[src/hdl/ierc_pkg.sv]
// Shared constants, status codes and the per-datagram summary record
// of the ICMP echo reply checker. Depends on nothing.
`default_nettype none
package ierc_pkg;

	localparam int OFFSET_WIDTH = 16;
	localparam logic [OFFSET_WIDTH-1:0] OFFSET_TOP = '1;
	localparam int MIN_ICMP_BYTES = 8;
	localparam logic [7:0] ECHO_REPLY_TYPE = 8'd0;
	localparam int QUEUE_DEPTH = 4;
	localparam int QPTR_W = $clog2(QUEUE_DEPTH);
	localparam int QCNT_W = $clog2(QUEUE_DEPTH + 1);

	typedef enum logic [2:0] {
		ST_OK         = 3'd0,
		ST_TOO_SHORT  = 3'd1,
		ST_CSUM_ERR   = 3'd2,
		ST_NOT_REPLY  = 3'd3,
		ST_FOREIGN_ID = 3'd4
	} status_t;

	// Everything the back end needs to judge one finished datagram.
	typedef struct packed {
		logic [OFFSET_WIDTH-1:0] last_offset;
		logic [5:0]              header_bytes;
		logic [15:0]             datagram_length;
		logic [31:0]             word_sum;
		logic [8:0]              held_low_byte;
		logic [7:0]              reply_type;
		logic [15:0]             reply_ident;
		logic [15:0]             reply_seq;
		logic [31:0]             sent_stamp;
		logic [31:0]             now_ms;
	} summary_t;

endpackage
`default_nettype wire

[src/hdl/ierc_back.sv]
// Back end: checks each datagram summary, works out the round trip and
// keeps the reply statistics behind an output register. Depends on ierc_pkg.
`default_nettype none
module ierc_back import ierc_pkg::*; (
	input  logic        clk,
	input  logic        arst_n,
	input  logic        cfg_write,
	input  logic [15:0] cfg_data,
	input  logic        entry_valid,
	input  summary_t    entry,
	output logic        pop,
	output logic        out_valid,
	input  logic        out_stall,
	output logic [2:0]  status,
	output logic [15:0] sequence_res,
	output logic [31:0] round_trip_ms,
	output logic [15:0] payload_bytes,
	output logic [31:0] replies_received,
	output logic [31:0] rtt_minimum,
	output logic [31:0] rtt_maximum,
	output logic [31:0] rtt_total
);

	logic [15:0] own_id_q;
	logic        adv;

	logic        v_s1, short_s1, type_ok_s1, ident_ok_s1;
	logic [31:0] sum_s1, rtt_s1;
	logic [15:0] payload_s1, seq_s1;

	logic        v_s2;
	status_t     status_s2, status_n;
	logic [31:0] rtt_s2;
	logic [15:0] payload_s2, seq_s2;
	logic [16:0] fold;
	logic        csum_ok;

	logic        out_valid_q;
	status_t     status_q;
	logic [15:0] seq_q, payload_q;
	logic [31:0] rtt_q, count_q, min_q, max_q, total_q;

	// The whole back end moves together whenever the output register can take an item.
	assign adv = !out_valid_q || !out_stall;
	assign pop = adv && entry_valid;

	always_ff @(posedge clk or negedge arst_n) begin
		if (!arst_n) begin
			own_id_q <= 16'd0;
		end else if (cfg_write) begin
			own_id_q <= cfg_data;
		end
	end

	always_ff @(posedge clk or negedge arst_n) begin
		if (!arst_n) begin
			v_s1        <= 1'b0;
			v_s2        <= 1'b0;
			out_valid_q <= 1'b0;
			count_q     <= 32'd0;
			min_q       <= 32'h0000_FFFF;
			max_q       <= 32'd0;
			total_q     <= 32'd0;
		end else if (adv) begin
			v_s1        <= entry_valid;
			v_s2        <= v_s1;
			out_valid_q <= v_s2;
			if (v_s2 && (status_s2 == ST_OK)) begin
				count_q <= count_q + 32'd1;
				total_q <= total_q + rtt_s2;
				if (min_q > rtt_s2)
					min_q <= rtt_s2;
				if (max_q < rtt_s2)
					max_q <= rtt_s2;
			end
		end
	end

	// Stage 1: final word sum, length check, field compares, round trip, payload length.
	always_ff @(posedge clk) begin
		if (adv) begin
			sum_s1 <= entry.word_sum
				+ (entry.held_low_byte[8] ? {24'd0, entry.held_low_byte[7:0]} : 32'd0);
			short_s1 <= 16'(entry.last_offset)
				< 16'(7'({1'b0, entry.header_bytes}) + 7'(MIN_ICMP_BYTES - 1));
			type_ok_s1  <= (entry.reply_type == ECHO_REPLY_TYPE);
			ident_ok_s1 <= (entry.reply_ident == own_id_q);
			rtt_s1      <= entry.now_ms - entry.sent_stamp;
			payload_s1  <= entry.datagram_length - 16'(entry.header_bytes)
				- 16'(MIN_ICMP_BYTES);
			seq_s1      <= entry.reply_seq;
		end
	end

	// Stage 2: fold the sum to 16 bits and pick the status. The folded complement is zero exactly
	// when the end-around-carry result is all ones.
	always_comb begin
		fold    = {1'b0, sum_s1[31:16]} + {1'b0, sum_s1[15:0]};
		csum_ok = ((fold[15:0] == 16'hFFFF) && !fold[16])
			|| ((fold[15:0] == 16'hFFFE) && fold[16]);
		priority if (short_s1)
			status_n = ST_TOO_SHORT;
		else if (!csum_ok)
			status_n = ST_CSUM_ERR;
		else if (!type_ok_s1)
			status_n = ST_NOT_REPLY;
		else if (!ident_ok_s1)
			status_n = ST_FOREIGN_ID;
		else
			status_n = ST_OK;
	end

	always_ff @(posedge clk) begin
		if (adv) begin
			status_s2  <= status_n;
			rtt_s2     <= (status_n == ST_OK) ? rtt_s1 : 32'd0;
			payload_s2 <= (status_n == ST_OK) ? payload_s1 : 16'd0;
			seq_s2     <= seq_s1;
		end
	end

	always_ff @(posedge clk) begin
		if (adv && v_s2) begin
			status_q  <= status_s2;
			rtt_q     <= rtt_s2;
			payload_q <= payload_s2;
			seq_q     <= seq_s2;
		end
	end

	// Statistics change only when a new result loads, so they read out directly.
	assign out_valid        = out_valid_q;
	assign status           = status_q;
	assign sequence_res     = seq_q;
	assign round_trip_ms    = rtt_q;
	assign payload_bytes    = payload_q;
	assign replies_received = count_q;
	assign rtt_minimum      = min_q;
	assign rtt_maximum      = max_q;
	assign rtt_total        = total_q;

endmodule
`default_nettype wire
[config.mk]
export PLATFORM = sky130hd
export DESIGN_NAME = ierc_back
export DESIGN_NICKNAME = d
export VERILOG_FILES = /design/src/hdl/ierc_pkg.sv /design/src/hdl/ierc_back.sv
export SDC_FILE = /design/constraint.sdc
export NUM_CORES = 1
export LEC_CHECK = 0
export BUFFER_PORTS_ARGS = -buffer_cell sky130_fd_sc_hd__buf_2
export CORE_ASPECT_RATIO = 0.9
export CORE_UTILIZATION = 56
export DETAILED_ROUTE_END_ITERATION = 8
export PLACE_DENSITY = 0.87
export SKIP_CTS_REPAIR_TIMING = 1
export SYNTH_ARGS = -nofsm -noshare
export SYNTH_HDL_FRONTEND = slang
export SYNTH_SLANG_ARGS = --single-unit
[constraint.sdc]
create_clock -name clk -period 9.8 [get_ports clk]
set_clock_uncertainty 0.1 [all_clocks]
set_input_delay 0.49 -clock clk [delete_from_list [all_inputs] [get_ports clk]]
set_output_delay 0.49 -clock clk [all_outputs]
set_load 0.005 [all_outputs]
==> summary.md <==
| Metric | Value |
|---|---|
| Mean routed wirelength per cell | `18.32 µm` |
| Die height | `180.9 µm` |
| Design Power | `5.580 mW` |
| Maximum clock frequency | `259.7 MHz` |
| Worst slew pin tran | `0.9826 ns` |
| Die X-Extent | `200.8 µm` |
| Reg clk slew, reported paths | `0.06 ns` |
| CTS tree | `done` |
| CTS Buf Count | `40` |
| Vias in the first global route | `14600` |
| Syn Nets | `2074` |
| # IOs | `401` |
| Startpoint types | `register` |
| Post-synth EDFFs | `233` |
| TritonRoute pass-1 iters | `5` |
| Rows | `65` |
| Largest net degree at the start of global routing | `93` |
| Core ar. | `35050 µm²` |
| Initial Util | `56.83%` |
| R2r endpoint | `rtt_s2[9]$_SDFFCE_PP0N_` |
| Area Overhead vs Synth | `20.05%` |
| Critical path type | `reg -> reg` |
| All-Layer GR Usage | `26.14%` |
| Post-route ant nets | `0` |
| Die ar. | `36330 µm²` |
| Iteration-0 DRC Markers | `876` |
| Lkg Pwr | `11.31 nW` |
| Crit share post-route | `39.29%` |
| Port bufs | `400` |
| Min Clock Period, post-route | `3.850 ns` |
| Final #Nets | `2499` |
| Post-synthesis register bit count | `380` |
| H-tree Lvls | `2` |
| Top FF cell, synth | `edfxtp_1` |
| Slew HR | `34.49%` |
| GRT overflow | `0` |
| Outcome | `finished, violations left` |
| RePlAce Congestion | `0.9148` |
| Fraction of layout cells with a size suffix above 1 | `27.26%` |
| RSZ-0062 raised after global routing | `no` |
| Post-route worst setup slack | `5.950 ns` |
| Worst Setup SP | `sum_s1[17]$_DFFE_PN_` |
| CP required | `10.04 ns` |
| Clock root buffer | `clkbuf_16` |
| Maxcap violations | `0` |
| Largest area contributor in the netlist | `edfxtp_1` |
| PD cells | `233.3 nW/µm²` |
| Average cell area after synthesis | `11.74 µm²` |
| Post-Route WL | `48100 µm` |
| Hold Slack | `-0.05610 ns` |
| Area contributors post-synth | `edfxtp_1 35%, dfrtp_1 16%, ha_1 11%` |
| Pre-CTS WS | `5.920 ns` |
| Worst-path fanout max | `49` |
| Failing checks | `hold timing` |
| Synth Warn # | `0` |
| DRC Markers | `0` |
| Netlist cell types | `65` |
| Clk_lat worst skew | `0.54 ns` |
| Cell Area, Synth | `19920 µm²` |
| Commonest cells post-synth | `233 x edfxtp_1, 169 x ha_1, 169 x inv_1` |
| Fin util | `68.22%` |
| Half-perimeter wire length after placement | `35980 µm` |
| Final Hold Fails | `64` |
| Synth Instances | `1696` |
| R2r setup slk | `5.95 ns` |
| Sequential share of the synthesized area | `53.69%` |
| Max Transition Viols Final | `0` |
| Sink Count | `380` |
| CP arrival | `4.09 ns` |
| Final setup viols | `0` |
| Vias per inst | `5.587` |
| Peak supply drop | `178.7 µV` |
| Reg2reg start | `sum_s1[17]$_DFFE_PN_` |
| Top-count cell post-synth | `edfxtp_1` |
| Ys async rst share | `38.68%` |
| Worst hold path type | `in -> async` |
| Top cell type's share of synthesized area | `35.13%` |
| Reg2Reg Depth | `12` |
| Max clock buf depth | `3` |
| First-pass GRT wire length | `75310 µm` |
| DR vias | `14670` |
| Initial antenna violation count | `8` |
| Setup Total Neg Slack | `0 ns` |
| Endpoint class of the critical path | `register` |
==> registers in the layout, indices dropped and copies added, names as in the netlist, 3 cells and up <==
name / flops
own_id_q: 16
payload_bytes: 16
payload_s1: 16
payload_s2: 16
replies_received: 32
round_trip_ms: 32
rtt_maximum: 32
rtt_minimum: 32
rtt_s1: 32
rtt_s2: 32
rtt_total: 32
seq_s1: 16
seq_s2: 16
sequence_res: 16
status: 3
status_s2: 3
sum_s1: 32
==> where the power goes <==
part | internal (mW) | switching (mW) | total (mW) | leakage, nW
Combinational | 0.694 | 0.909 | 1.60 | 6.40
Clock | 0.943 | 0.636 | 1.58 | 0.668
Sequential | 2.16 | 0.242 | 2.40 | 4.24
Total | 3.79 | 1.79 | 5.58 | 11.3
==> logic make-up (layout without fill, tap and decap cells) <==
logic type,after synthesis,count (layout),synth area share (%)
adder cells (fa/ha/maj),174,174,11.12
XOR/XNOR,149,149,6.552
AND/OR/NAND/NOR,403,403,10.21
AO/OA/AOI/OAI,305,305,9.805
multiplexers,86,86,4.843
buffers and inverters,199,656,3.781
other,0,4,0
flip-flops,380,380,53.69
==> through the flow <==
step	cell area (µm²)	hold slack (ns)	cells
6_report	23910	-0.05610	2626
5_1_grt	23910	0.0002064	2624
4_1_cts	23850	-0.02645	2617
3_5_place_dp	22480	0.3045	2543
3_3_place_gp	22480	0.3018	2543
2_1_floorplan	19920	0.09441	1696
==> worst max-delay path by stage <==
stage / endpoint / cells after the start / slack [ns]
after global placement: rtt_s1[30]$_DFFE_PN_ / 14 / 6.07
after detailed placement: sum_s1[28]$_DFFE_PN_ / 15 / 5.92
after global routing: rtt_s2[9]$_SDFFCE_PP0N_ / 12 / 5.71
final: rtt_s2[9]$_SDFFCE_PP0N_ / 12 / 5.95
after floorplan: rtt_maximum[10]$_DFFE_PN0P_ / 7 / 2.89
after CTS: rtt_s2[9]$_SDFFCE_PP0N_ / 12 / 5.97
==> critical path, stage by stage (launching register included) <==
cell and delay [ns]:
edfxtp_1 0.42, ha_1 0.29, a21o_1 0.17, a21oi_1 0.25
o21ai_0 0.12, a31oi_1 0.42, o21ai_1 0.15, xnor2_1 0.14
or4_1 0.41, nor4_2 0.43, nand4b_1 0.16, buf_4 0.31
nor3_1 0.28
==> placed cells by master (no fill, tap or decap), types with 12 or more instances in the layout <==
| cell | n |
|---|---|
| a211oi_1 | 13 |
| a21o_1 | 44 |
| a21oi_1 | 76 |
| a31oi_1 | 14 |
| and2_1 | 15 |
| and3_1 | 13 |
| buf_2 | 399 |
| clkbuf_16 | 41 |
| dfrtp_1 | 131 |
| dfstp_2 | 16 |
| edfxtp_1 | 233 |
| ha_1 | 169 |
| inv_1 | 169 |
| mux2_2 | 83 |
| nand2_1 | 97 |
| nand2b_1 | 22 |
| nand3_1 | 29 |
| nand4_1 | 31 |
| nor2_1 | 65 |
| nor2b_1 | 23 |
| nor3_1 | 70 |
| o21a_1 | 12 |
| o21ai_0 | 69 |
| o21bai_1 | 16 |
| xnor2_1 | 109 |
| xor2_1 | 40 |
==> area by class of cell <==
cell class	instances	area, µm²
Antenna cell	4	10.01
Inverter	169	634.4
Clock buffer	47	1069
Multi-Input combinational cell	1117	8499
Timing Repair Buffer	413	2118
Fill cell	2515	11140
Sequential cell	380	10700
Tap cell	469	586.8
Clock inverter	27	300.3
==> routing by layer <==
metal	share of wire (%)	up-vias	global-route usage, %	wire (µm)
met5	0.12	-	0	56
met4	3.7	8	10.26	1784
met3	7.6	112	6.079	3659
met2	47	554	43.65	22830
met1	41	7025	33.02	19770
li1	-	6973	-	-
(Power assumes the default switching activity.)
